### src/rtl/core/tcv_pkg.sv
// Shared types and constants of the Type III voltage-loop compensator.
// Used by the register file, the controller, the datapath and the top level.
// No dependencies.
package tcv_pkg;

	// configuration register indexes
	localparam int unsigned CFG_IDX_W = 3;
	typedef enum logic [CFG_IDX_W-1:0] {
		CFG_CAL_GAIN   = 3'd0,
		CFG_CAL_OFFSET = 3'd1,
		CFG_MAX_DUTY   = 3'd2,
		CFG_MIN_DUTY   = 3'd3,
		CFG_BOOST_DUTY = 3'd4,
		CFG_PWM_PERIOD = 3'd5
	} cfg_idx_t;

	localparam int unsigned CFG_DATA_W = 16;

	localparam logic [15:0]        RST_CAL_GAIN   = 16'd4096;
	localparam logic signed [12:0] RST_CAL_OFFSET = 13'sd0;
	localparam logic [11:0]        RST_MAX_DUTY   = 12'd3686;
	localparam logic [11:0]        RST_MIN_DUTY   = 12'd0;
	localparam logic [11:0]        RST_BOOST_DUTY = 12'd3809;
	localparam logic [15:0]        RST_PWM_PERIOD = 16'd30000;

	typedef struct packed {
		logic [15:0]        cal_gain;
		logic signed [12:0] cal_offset;
		logic [11:0]        max_duty;
		logic [11:0]        min_duty;
		logic [11:0]        boost_duty;
		logic [15:0]        pwm_period;
	} cfg_t;

	// filter coefficients, b on the error side (Q8), a on the output side (Q12)
	localparam logic signed [16:0] COEF_B0 = 17'sd4995;
	localparam logic signed [16:0] COEF_B1 = -17'sd4838;
	localparam logic signed [16:0] COEF_B2 = -17'sd4992;
	localparam logic signed [16:0] COEF_B3 = 17'sd4838;
	localparam logic signed [16:0] COEF_A1 = 17'sd5079;
	localparam logic signed [16:0] COEF_A2 = -17'sd1043;
	localparam logic signed [16:0] COEF_A3 = 17'sd60;

	// operand pair fed to the shared multiplier
	typedef enum logic [3:0] {
		MUL_CAL,
		MUL_U1,
		MUL_U2,
		MUL_U3,
		MUL_E0,
		MUL_E1,
		MUL_E2,
		MUL_E3,
		MUL_BUCK,
		MUL_BOOST
	} mul_sel_t;

	typedef enum logic [1:0] {
		ACC_HOLD,
		ACC_LOAD,
		ACC_ADD
	} acc_op_t;

	typedef struct packed {
		logic     load_in;
		mul_sel_t mul_sel;
		acc_op_t  acc_u_op;
		acc_op_t  acc_e_op;
		logic     calc_e0;
		logic     calc_u0;
		logic     calc_duty;
		logic     calc_buck;
		logic     load_out;
	} cmd_t;

endpackage

### src/rtl/core/tcv_cfg.sv
// Configuration register file of the compensator.
// Depends on tcv_pkg for register indexes, reset values and cfg_t.
module tcv_cfg (
	input  logic                               clk,
	input  logic                               arst_n,
	input  logic                               wr_en,
	input  logic [tcv_pkg::CFG_IDX_W-1:0]      wr_index,
	input  logic [tcv_pkg::CFG_DATA_W-1:0]     wr_data,
	output tcv_pkg::cfg_t                      cfg
);

	tcv_pkg::cfg_t cfg_q;

	always_ff @(posedge clk or negedge arst_n) begin
		if (!arst_n) begin
			cfg_q.cal_gain   <= tcv_pkg::RST_CAL_GAIN;
			cfg_q.cal_offset <= tcv_pkg::RST_CAL_OFFSET;
			cfg_q.max_duty   <= tcv_pkg::RST_MAX_DUTY;
			cfg_q.min_duty   <= tcv_pkg::RST_MIN_DUTY;
			cfg_q.boost_duty <= tcv_pkg::RST_BOOST_DUTY;
			cfg_q.pwm_period <= tcv_pkg::RST_PWM_PERIOD;
		end else if (wr_en) begin
			case (wr_index)
				tcv_pkg::CFG_CAL_GAIN:   cfg_q.cal_gain   <= wr_data;
				tcv_pkg::CFG_CAL_OFFSET: cfg_q.cal_offset <= wr_data[12:0];
				tcv_pkg::CFG_MAX_DUTY:   cfg_q.max_duty   <= wr_data[11:0];
				tcv_pkg::CFG_MIN_DUTY:   cfg_q.min_duty   <= wr_data[11:0];
				tcv_pkg::CFG_BOOST_DUTY: cfg_q.boost_duty <= wr_data[11:0];
				tcv_pkg::CFG_PWM_PERIOD: cfg_q.pwm_period <= wr_data;
				default: ;
			endcase
		end
	end

	assign cfg = cfg_q;

endmodule

### src/rtl/core/tcv_ctrl.sv
// Sequencer of the compensator: steps the shared multiplier through one update.
// Depends on tcv_pkg for cmd_t and the operand and accumulator codes.
module tcv_ctrl (
	input  logic          clk,
	input  logic          arst_n,
	input  logic          in_valid,
	output logic          in_ready,
	output logic          out_valid,
	input  logic          out_ready,
	output tcv_pkg::cmd_t cmd
);

	typedef enum logic [3:0] {
		ST_IDLE,
		ST_CAL,
		ST_E0,
		ST_U2,
		ST_U3,
		ST_E0B,
		ST_E1,
		ST_E2,
		ST_E3,
		ST_SUM,
		ST_U0,
		ST_DUTY,
		ST_BUCK,
		ST_BOOST,
		ST_OUT
	} state_t;

	state_t state_q;
	logic   out_valid_q;
	logic   out_free;

	assign out_free  = !out_valid_q || out_ready;
	assign in_ready  = (state_q == ST_IDLE);
	assign out_valid = out_valid_q;

	// a product issued in one state is accumulated in the next
	always_comb begin
		cmd          = '0;
		cmd.mul_sel  = tcv_pkg::MUL_CAL;
		cmd.acc_u_op = tcv_pkg::ACC_HOLD;
		cmd.acc_e_op = tcv_pkg::ACC_HOLD;
		case (state_q)
			ST_IDLE:  cmd.load_in = in_valid;
			ST_CAL:   cmd.mul_sel = tcv_pkg::MUL_CAL;
			ST_E0: begin
				cmd.calc_e0 = 1'b1;
				cmd.mul_sel = tcv_pkg::MUL_U1;
			end
			ST_U2: begin
				cmd.mul_sel  = tcv_pkg::MUL_U2;
				cmd.acc_u_op = tcv_pkg::ACC_LOAD;
			end
			ST_U3: begin
				cmd.mul_sel  = tcv_pkg::MUL_U3;
				cmd.acc_u_op = tcv_pkg::ACC_ADD;
			end
			ST_E0B: begin
				cmd.mul_sel  = tcv_pkg::MUL_E0;
				cmd.acc_u_op = tcv_pkg::ACC_ADD;
			end
			ST_E1: begin
				cmd.mul_sel  = tcv_pkg::MUL_E1;
				cmd.acc_e_op = tcv_pkg::ACC_LOAD;
			end
			ST_E2: begin
				cmd.mul_sel  = tcv_pkg::MUL_E2;
				cmd.acc_e_op = tcv_pkg::ACC_ADD;
			end
			ST_E3: begin
				cmd.mul_sel  = tcv_pkg::MUL_E3;
				cmd.acc_e_op = tcv_pkg::ACC_ADD;
			end
			ST_SUM:   cmd.acc_e_op = tcv_pkg::ACC_ADD;
			ST_U0:    cmd.calc_u0 = 1'b1;
			ST_DUTY:  cmd.calc_duty = 1'b1;
			ST_BUCK:  cmd.mul_sel = tcv_pkg::MUL_BUCK;
			ST_BOOST: begin
				cmd.mul_sel   = tcv_pkg::MUL_BOOST;
				cmd.calc_buck = 1'b1;
			end
			// keep the boost product in place while the output is blocked
			ST_OUT: begin
				cmd.mul_sel  = tcv_pkg::MUL_BOOST;
				cmd.load_out = out_free;
			end
			default: ;
		endcase
	end

	always_ff @(posedge clk or negedge arst_n) begin
		if (!arst_n) begin
			state_q     <= ST_IDLE;
			out_valid_q <= 1'b0;
		end else begin
			if (state_q == ST_OUT && out_free)
				out_valid_q <= 1'b1;
			else if (out_valid_q && out_ready)
				out_valid_q <= 1'b0;
			case (state_q)
				ST_IDLE:  if (in_valid) state_q <= ST_CAL;
				ST_CAL:   state_q <= ST_E0;
				ST_E0:    state_q <= ST_U2;
				ST_U2:    state_q <= ST_U3;
				ST_U3:    state_q <= ST_E0B;
				ST_E0B:   state_q <= ST_E1;
				ST_E1:    state_q <= ST_E2;
				ST_E2:    state_q <= ST_E3;
				ST_E3:    state_q <= ST_SUM;
				ST_SUM:   state_q <= ST_U0;
				ST_U0:    state_q <= ST_DUTY;
				ST_DUTY:  state_q <= ST_BUCK;
				ST_BUCK:  state_q <= ST_BOOST;
				ST_BOOST: state_q <= ST_OUT;
				ST_OUT:   if (out_free) state_q <= ST_IDLE;
				default:  state_q <= ST_IDLE;
			endcase
		end
	end

endmodule

### src/rtl/core/tcv_dp.sv
// Datapath of the compensator: input capture, shared multiplier, accumulators,
// filter histories, duty clamp and output register. Depends on tcv_pkg.
module tcv_dp (
	input  logic          clk,
	input  logic          arst_n,
	input  tcv_pkg::cmd_t cmd,
	input  tcv_pkg::cfg_t cfg,
	input  logic [11:0]   adc_sample,
	input  logic [14:0]   voltage_ref,
	input  logic          pwm_enable,
	output logic [15:0]   buck_compare,
	output logic [14:0]   adc_trigger_compare,
	output logic [15:0]   boost_compare,
	output logic [11:0]   duty_out
);

	logic [11:0]        adc_q;
	logic [14:0]        vref_q;
	logic               enable_q;

	logic signed [31:0] opa;
	logic signed [16:0] opb;
	logic signed [48:0] prod_q;

	logic signed [17:0] e0_q;
	logic signed [17:0] e_hist_q [3];
	logic signed [31:0] u_hist_q [3];
	logic signed [45:0] acc_u_q;
	logic signed [34:0] acc_e_q;
	logic signed [31:0] u0_q;
	logic [11:0]        duty_q;
	logic [15:0]        buck_q;

	logic signed [17:0] vcal;
	logic signed [35:0] u_sum;
	logic signed [31:0] u_sat;
	logic signed [31:0] max_s;
	logic signed [31:0] min_s;
	logic [11:0]        duty_next;
	logic [15:0]        prod_scaled;

	// history values enter the multiplier as signed 32-bit operands
	always_comb begin
		opa = '0;
		opb = '0;
		case (cmd.mul_sel)
			tcv_pkg::MUL_CAL: begin
				opa = {16'b0, cfg.cal_gain};
				opb = {5'b0, adc_q};
			end
			tcv_pkg::MUL_U1: begin
				opa = u_hist_q[0];
				opb = tcv_pkg::COEF_A1;
			end
			tcv_pkg::MUL_U2: begin
				opa = u_hist_q[1];
				opb = tcv_pkg::COEF_A2;
			end
			tcv_pkg::MUL_U3: begin
				opa = u_hist_q[2];
				opb = tcv_pkg::COEF_A3;
			end
			tcv_pkg::MUL_E0: begin
				opa = {{14{e0_q[17]}}, e0_q};
				opb = tcv_pkg::COEF_B0;
			end
			tcv_pkg::MUL_E1: begin
				opa = {{14{e_hist_q[0][17]}}, e_hist_q[0]};
				opb = tcv_pkg::COEF_B1;
			end
			tcv_pkg::MUL_E2: begin
				opa = {{14{e_hist_q[1][17]}}, e_hist_q[1]};
				opb = tcv_pkg::COEF_B2;
			end
			tcv_pkg::MUL_E3: begin
				opa = {{14{e_hist_q[2][17]}}, e_hist_q[2]};
				opb = tcv_pkg::COEF_B3;
			end
			tcv_pkg::MUL_BUCK: begin
				opa = {16'b0, cfg.pwm_period};
				opb = {5'b0, duty_q};
			end
			tcv_pkg::MUL_BOOST: begin
				opa = {16'b0, cfg.pwm_period};
				opb = {5'b0, cfg.boost_duty};
			end
			default: ;
		endcase
	end

	assign prod_scaled = prod_q[27:12];
	assign vcal = $signed({2'b0, prod_scaled})
		+ {{5{cfg.cal_offset[12]}}, cfg.cal_offset};

	// arithmetic shifts floor toward minus infinity, as the filter needs
	assign u_sum = {{2{acc_u_q[45]}}, acc_u_q[45:12]}
		+ {{9{acc_e_q[34]}}, acc_e_q[34:8]};

	always_comb begin
		if (u_sum[35:31] == 5'b00000 || u_sum[35:31] == 5'b11111)
			u_sat = u_sum[31:0];
		else if (u_sum[35])
			u_sat = 32'sh8000_0000;
		else
			u_sat = 32'sh7fff_ffff;
	end

	// upper clamp first, then a min override so that min wins when the limits cross
	assign max_s = $signed({20'b0, cfg.max_duty});
	assign min_s = $signed({20'b0, cfg.min_duty});
	always_comb begin
		duty_next = u0_q[11:0];
		if (u0_q > max_s)
			duty_next = cfg.max_duty;
		else if (u0_q < min_s)
			duty_next = cfg.min_duty;
		if (u0_q > max_s && max_s < min_s)
			duty_next = cfg.min_duty;
		if (!enable_q)
			duty_next = cfg.min_duty;
	end

	always_ff @(posedge clk) begin
		prod_q <= opa * opb;
		if (cmd.load_in) begin
			adc_q    <= adc_sample;
			vref_q   <= voltage_ref;
			enable_q <= pwm_enable;
		end
		if (cmd.calc_e0)
			e0_q <= $signed({3'b0, vref_q}) - vcal;
		case (cmd.acc_u_op)
			tcv_pkg::ACC_LOAD: acc_u_q <= prod_q[45:0];
			tcv_pkg::ACC_ADD:  acc_u_q <= acc_u_q + prod_q[45:0];
			default: ;
		endcase
		case (cmd.acc_e_op)
			tcv_pkg::ACC_LOAD: acc_e_q <= prod_q[34:0];
			tcv_pkg::ACC_ADD:  acc_e_q <= acc_e_q + prod_q[34:0];
			default: ;
		endcase
		if (cmd.calc_u0)
			u0_q <= u_sat;
		if (cmd.calc_duty)
			duty_q <= duty_next;
		if (cmd.calc_buck)
			buck_q <= prod_scaled;
		if (cmd.load_out) begin
			buck_compare        <= buck_q;
			adc_trigger_compare <= buck_q[15:1];
			boost_compare       <= cfg.pwm_period - prod_scaled;
			duty_out            <= duty_q;
		end
	end

	// filter state is control state: it must start from zero
	always_ff @(posedge clk or negedge arst_n) begin
		if (!arst_n) begin
			for (int i = 0; i < 3; i++) begin
				e_hist_q[i] <= '0;
				u_hist_q[i] <= '0;
			end
		end else if (cmd.calc_u0) begin
			e_hist_q[2] <= e_hist_q[1];
			e_hist_q[1] <= e_hist_q[0];
			e_hist_q[0] <= e0_q;
			u_hist_q[2] <= u_hist_q[1];
			u_hist_q[1] <= u_hist_q[0];
			u_hist_q[0] <= u_sat;
		end
	end

endmodule

### src/rtl/core/type3_compensator_voltage_loop.sv
// Channel   Dir  Beat holds
// s_axis    in   tdata: adc_sample, voltage_ref; tuser: pwm_enable
// m_axis    out  tdata: buck_compare, adc_trigger_compare, boost_compare, duty_out
// cfg       in   cfg_index selects a register, cfg_data is written; always ready
//
// m_axis_tvalid rises as the sequencer leaves its last step; a new item is taken
// only once the last is done. One shared 32x17 multiplier is stepped through calibration,
// seven filter taps and the two compare products, one product per cycle, plus the
// sum, clamp and output load. The next item is accepted while a result waits on
// m_axis; the sequencer holds in its last step only if the previous result is still
// not taken. arst_n clears configuration to defaults and filter history to zero.
// Top level of the Type III voltage-loop compensator.
// Instantiates tcv_cfg, tcv_ctrl and tcv_dp; depends on tcv_pkg.
module type3_compensator_voltage_loop (
	input  logic                               clk,
	input  logic                               arst_n,
	input  logic                               s_axis_tvalid,
	output logic                               s_axis_tready,
	input  logic [31:0]                        s_axis_tdata,  // [11:0] adc_sample, [26:12] voltage_ref
	input  logic                               s_axis_tuser,  // [0] pwm_enable
	output logic                               m_axis_tvalid,
	input  logic                               m_axis_tready,
	// [15:0] buck_compare, [30:16] adc_trigger_compare, [46:31] boost_compare,
	// [58:47] duty_out
	output logic [63:0]                        m_axis_tdata,
	input  logic                               cfg_valid,
	output logic                               cfg_ready,
	input  logic [tcv_pkg::CFG_IDX_W-1:0]      cfg_index,
	input  logic [tcv_pkg::CFG_DATA_W-1:0]     cfg_data
);

	tcv_pkg::cfg_t cfg;
	tcv_pkg::cmd_t cmd;
	logic [15:0]   buck_compare;
	logic [14:0]   adc_trigger_compare;
	logic [15:0]   boost_compare;
	logic [11:0]   duty_out;

	assign cfg_ready = 1'b1;

	tcv_cfg u_cfg (
		.clk      (clk),
		.arst_n   (arst_n),
		.wr_en    (cfg_valid),
		.wr_index (cfg_index),
		.wr_data  (cfg_data),
		.cfg      (cfg)
	);

	tcv_ctrl u_ctrl (
		.clk       (clk),
		.arst_n    (arst_n),
		.in_valid  (s_axis_tvalid),
		.in_ready  (s_axis_tready),
		.out_valid (m_axis_tvalid),
		.out_ready (m_axis_tready),
		.cmd       (cmd)
	);

	tcv_dp u_dp (
		.clk                 (clk),
		.arst_n              (arst_n),
		.cmd                 (cmd),
		.cfg                 (cfg),
		.adc_sample          (s_axis_tdata[11:0]),
		.voltage_ref         (s_axis_tdata[26:12]),
		.pwm_enable          (s_axis_tuser),
		.buck_compare        (buck_compare),
		.adc_trigger_compare (adc_trigger_compare),
		.boost_compare       (boost_compare),
		.duty_out            (duty_out)
	);

	assign m_axis_tdata = {5'b0, duty_out, boost_compare, adc_trigger_compare, buck_compare};

endmodule
### config.mk
export PLATFORM = sky130hd
export DESIGN_NAME = type3_compensator_voltage_loop
export DESIGN_NICKNAME = d
export VERILOG_FILES = /design/src/rtl/core/tcv_pkg.sv /design/src/rtl/core/tcv_cfg.sv /design/src/rtl/core/tcv_ctrl.sv /design/src/rtl/core/tcv_dp.sv /design/src/rtl/core/type3_compensator_voltage_loop.sv
export SDC_FILE = /design/constraint.sdc
export NUM_CORES = 2
export LEC_CHECK = 0
export BUFFER_PORTS_ARGS = -buffer_cell sky130_fd_sc_hd__buf_2
export CORE_ASPECT_RATIO = 1.4
export CORE_MARGIN = 3
export CORE_UTILIZATION = 65
export DETAILED_ROUTE_END_ITERATION = 8
export GPL_ROUTABILITY_DRIVEN = 0
export HOLD_SLACK_MARGIN = 0.15
export PLACE_DENSITY = 0.83
export SYNTH_ARGS = -nofsm -noshare
export SYNTH_HDL_FRONTEND = slang
export SYNTH_SLANG_ARGS = --single-unit
### constraint.sdc
create_clock -name clk -period 9.5 [get_ports clk]
set_clock_uncertainty 0.15 [all_clocks]
set_input_delay 1.9 -clock clk [delete_from_list [all_inputs] [get_ports clk]]
set_output_delay 1.9 -clock clk [all_outputs]
set_load 0.05 [all_outputs]
; ---- Word level (Yosys, flattened, before mapping)
; Index checks and enable logic that the tools add are counted.
; Widths: inputs -> output; s select.
[classes]
shift = 0
magnitude_cmp = 3
n_bitwise = 0
div = 0
mux = 24
n_reduce_logical = 24
mul = 1
eq_ne = 35
n_addsub = 6
[ops]
columns = operator, n
row1 = $pmux 32 s9, 1
row2 = $pmux 17 s10, 1
row3 = $pmux 46 s2, 1
row4 = $pmux 35 s2, 1
row5 = $mux 32, 2
row6 = $pmux 4 s15, 1
row7 = $mux 12, 4
row8 = $add 46x46->46, 1
row9 = $mul 32x17->46, 1
row10 = $eq 4x4->1 const B, 9
row11 = $pmux 4 s9, 1
row12 = $add 34x27->35, 1
row13 = $add 35x35->35, 1
row14 = $eq 4x3->1 const B, 8
row15 = $gt 32x13->1, 1
row16 = $lt 32x13->1, 1
row17 = $add 17x13->18, 1
row18 = $sub 16x18->18, 1
row19 = $eq 4x2->1 const B, 4
row20 = $sub 16x16->16, 1
row21 = $reduce_and 2->1, 7
row22 = $lt 12x12->1, 1
row23 = $eq 4x1->1 const B, 2
row24 = $logic_not 4->1, 2
row25 = other kinds (19), 39
[word_totals]
inputBits = 57
mem_bits_rw = 0
reg_bits = 528
n_memories = 0
rom_bits = 0
output_inout_bits = 67
latchBits = 0
word_cells = 121

; ---- Depth between registers and ports, before layout
[depth]
ltp_word = 7
mapped_depth = 35
ltp_nobuf = 31

; ---- Modules after synthesis
; Synthesis repeated with hierarchy kept, for this count alone.
[unflattened]
cells_unflattened = 4534
hier_area_um2 = 46184.3
[modules_own_cells]
columns = mod, seq_area_each_um2, area_per_inst_um2, cells_per_inst, n_inst
row1 = tcv_dp, 11611.1, 42580.8, 4305, 1
row2 = tcv_cfg, 2054.5, 3099.2, 174, 1
row3 = tcv_ctrl, 125.1, 451.7, 47, 1
row4 = type3_compensator_voltage_loop, 0.0, 52.6, 8, 1

; ---- Worst setup path after synthesis
; OpenSTA, ideal clock, no wires.
[synth_timing]
kind = flip-flop to flip-flop
from = register u_ctrl.state_q[1]
to = register u_dp.prod_q[45]
path_slack_ns = 1.015
n_path_buf = 5
path_stages_with_launch = 33
setup_ns = 0.072
arrival_ns = 8.263
period_less_slack_ns = 8.485
required_time_ns = 9.278
cell_sequence = dfrtp_1 > clkbuf_1 > nand2b_1 > nor3_1 > clkbuf_1 > buf_1 > nand2_1 > and4_1 > clkbuf_1 > nor2_1 > inv_1 > fa_1 > inv_1 > fa_1 > fa_1 > fa_1 > fa_1 > inv_1 > fa_1 > inv_1 > ha_1 > clkbuf_1 > nand2_1 > nand2_1 > a21oi_1 > o21ai_0 > a221oi_1 > a21oi_1 > o41ai_2 > o31ai_1 > a221o_1 > a21oi_1 > xnor2_1
[synth_between]
elab_chain_cells = 7
elab_cells_between_ends = 26
cone_classes = 1 x mul / 19 x eq/ne / 3 x mux / 3 x reduce/logical
[synth_lines]
columns = element, line
row1 = from (decl), tcv_ctrl.sv:31  ; state_t state_q;
row2 = from (signal assigned), tcv_ctrl.sv:95  ; state_q <= ST_IDLE;
row3 = from (signal assigned), tcv_ctrl.sv:103  ; ST_IDLE: if (in_valid) state_q <= ST_CAL;
row4 = from (signal assigned), tcv_ctrl.sv:104  ; ST_CAL: state_q <= ST_E0;
row5 = $eq 4x4->1, tcv_ctrl.sv:45  ; case (state_q)
row6 = $reduce_or 2->1 (no line), -
row7 = $pmux 4 s9 (*), tcv_ctrl.sv:45
row8 = $eq 4x4->1, tcv_dp.sv:46  ; case (cmd.mul_sel)
row9 = $reduce_or 2->1 (no line), -
row10 = $pmux 32 s9, tcv_dp.sv:46
row11 = $mul 32x17->46 (*), tcv_dp.sv:124  ; prod_q <= opa * opb;
row12 = to (signal assigned), tcv_dp.sv:124
row13 = to (decl), tcv_dp.sv:23  ; logic signed [48:0] prod_q;
; Mark *: on every way between the ends. The rest lies on a longest branch, timed or not.
; A chain may end at the register's enable or synchronous reset.

; ---- Final worst setup path
[layout_timing]
from = register u_ctrl.state_q[3]
to = register u_dp.prod_q[44]
; Same word-level chain as after synthesis.

==> results.py <==
metrics = {
    "run_status": {
        "status": "finished, final reports clean",
    },
    "layout": {
        "n_antenna_cell": 0,
        "drive_gt1_frac": 0.104,
        "fin_util": 0.708,
        "area_growth_syn_to_layout_pct": 7.77,
        "final_nets": 5609,
    },
    "cts": {
        "post_cts_buffers": 0,
        "cts_buffers": 51,
        "cts_tree": "yes",
        "root_buffer": "clkbuf_16",
        "clock_latency_ps": 640,
        "htreeDepth": 2,
        "clkSlewWorstSetupHoldPaths_ps": 60,
        "cts_hold_buf": 0,
        "cts_sinks": 513,
        "cts_resized": 0,
        "clk_path_buf_depth": 3,
    },
    "yosys": {
        "yosys.area_share.simple": 0.138,
        "muxShareOfSynthArea": 0.0365,
        "synthAdderAreaFrac": 0.309,
        "synthArstFlopShare": 0.460,
        "synth_ff_type": "edfxtp_1",
        "synth.cell_area_mm2": 0.0455,
        "synth-xor-area-share": 0.0324,
        "synth_seq_cells": 513,
        "synth_edf_count": 231,
        "syn_avg_cell_area_um2": 9.70,
        "syn_inst": 4686,
        "synth_top_family_by_area": "adder cells",
        "synth_cell_types": 92,
        "synth_compound_area_frac": 0.107,
        "seq_area_frac_synth": 0.303,
        "yosysWarnings": 0,
    },
    "floorplan": {
        "rows": 114,
        "fp.coreArea_mm2": 0.0692,
        "fp.dieArea_mm2": 0.0732,
        "die_x_um": 229,
        "io_pins": 124,
        "start_util": 0.657,
        "die_h_um": 319,
    },
    "grt": {
        "grt_max_degree": 110,
        "antenna_found_initial": 4,
        "grt_usage": 0.349,
        "grt_pass1_vias": 37200,
        "grt_pass1_wl_mm": 198,
        "grt_overflow": 0,
    },
    "timing": {
        "slew_viol_final": 0,
        "fin_crit_sh": 0.968,
        "rsz0062_at_grt": "no",
        "final.min_clock_period_ps": 9190,
        "fmax_mhz": 109,
        "fin_tns_setup_ps": 0,
        "tightest_slew_ps": 1260,
        "setup_viol": 0,
        "fin_ws_ps": 306,
        "slew_headroom": 0.154,
        "hold_violations": 0,
    },
    "setup_path": {
        "max_stage_delay_ps": 660,
        "rr_worst_depth": 30,
        "critPathMaxFanout": 33,
        "crit_top_cell": "fa_1",
        "cp.depth": 30,
        "rrSetupSlack_ps": 310,
        "critical_path_buf_inv_count": 6,
        "crit_family": "adder cells",
        "end_kind": "flop",
        "cp.arrival_ps": 9580,
        "slowest_stage": "a2111oi_0",
        "crit_path_start_kind": "flop",
        "worstSetupPathType": "flop to flop",
        "required_ps": 9880,
    },
    "drt": {
        "firstDrtPassIters": 7,
        "totalWireLength_mm": 125,
        "ant_nets": 0,
        "drtIter0Drc": 3023,
        "vias": 35000,
        "viasPerCell": 6.12,
        "wl_per_cell_um": 21.9,
        "drc": 0,
    },
    "placement": {
        "place_ws_ps": 442,
        "dpl.hpwl_mm": 98.2,
        "port_buffers": 112,
    },
    "worst_hold_path": {
        "hold_class": "flop to flop",
        "hold_path_depth": 0,
    },
    "run": {
        "max_cap_viol_count": 0,
    },
}
## cells in the mapped netlist (17+ instances only)
cell      count  share of area
o21ai_0     133          0.015
a211oi_1     17         0.0028
clkbuf_1    152          0.013
nand4_1      31         0.0043
nor3_1       27         0.0030
inv_1       653          0.054
o21a_1       32         0.0053
mux2_2      119          0.029
xnor2_1     119          0.023
a21oi_1     175          0.019
a22oi_1      29         0.0048
ha_1        297          0.082
nor2_1      372          0.031
o21bai_1     26         0.0043
dfstp_2      22          0.013
a21boi_0     18         0.0030
buf_1        17         0.0014
buf_4        24         0.0040
fa_1        516           0.23
nor2b_1      33         0.0045
nand3_1      59         0.0065
a21o_1       89          0.015
mux2i_1      32         0.0070
and4_1       18         0.0035
dfrtp_1     214           0.12
xor2_1       49         0.0094
nand2_1     784          0.065
edfxtp_1    231           0.15
and3_1       30         0.0041
nand2b_1     45         0.0062
dfxtp_1      46          0.020
a21oi_2      26         0.0050
## flip-flops by register name, indices dropped and copies added (netlist names), 18 cells and up
register / count
u_cfg.cfg: 81
u_dp.acc_e_q: 35
u_dp.acc_u_q: 46
u_dp.e0_q: 18
u_dp.e_hist_q: 54
u_dp.prod_q: 46
u_dp.u0_q: 32
u_dp.u_hist_q: 96
## worst paths after layout
kind	endpoint	from
worst max register to register	u_dp.prod_q[44]	u_ctrl.state_q[3]
worst min register to register	u_dp.adc_trigger_compare[14]	u_dp.buck_q[15]
max in group asynchronous	u_dp.u_hist_q[31]	arst_n
worst min-delay path	u_dp.adc_trigger_compare[14]	u_dp.buck_q[15]
worst max-delay path	u_dp.prod_q[44]	u_ctrl.state_q[3]
min in group asynchronous	u_cfg.cfg[54]	arst_n
## cell type report
type | count | area, um2
multi-input combinational | 3322 | 28500
fill | 4842 | 20200
sequential | 513 | 13800
inverter | 655 | 2460
clock buffer | 70 | 1450
timing repair buffer | 196 | 1260
tap | 928 | 1160
clock inverter | 26 | 367
## cell usage in the layout, fill, tap and decap left out, types with 28 or more instances in the layout
master     instances
a21o_1            89
a21oi_1          173
a21oi_2           28
a22oi_1           29
and3_1            30
buf_2            111
buf_4             79
clkbuf_16         53
dfrtp_1          214
dfxtp_1           46
edfxtp_1         231
fa_1             516
ha_1             295
inv_1            651
mux2_2           119
mux2i_1           32
nand2_1          784
nand2b_1          45
nand3_1           58
nand4_1           31
nor2_1           367
nor2b_1           33
o21a_1            32
o21ai_0          132
xnor2_1          119
xor2_1            49
## metrics by stage
step	instances	hold WS (ps)	instance area [um2]
global placement	5614	251	47200
detailed placement	5614	255	47200
CTS	5710	262	49000
global route	5710	263	49000
floorplan	4690	250	45500
finish	5710	266	49000
## logic make-up (layout without fill, tap and decap cells)
family | count (synthesis) | in the layout
xor+xnor | 168 | 168
simple gates | 1465 | 1465
compound gates | 719 | 719
fa+ha+maj | 813 | 813
mux | 151 | 151
flops | 513 | 513
buf+inv | 855 | 947
other cells | 2 | 6
## metal layers
layer  track usage  routed length (um)
met5             0                  57
met4         0.331               14600
met3        0.0540                8850
met2         0.588               60900
met1         0.373               40900
Power is not shown: default switching activity piles up to over one toggle a cycle in this logic, so the estimate is an artifact.
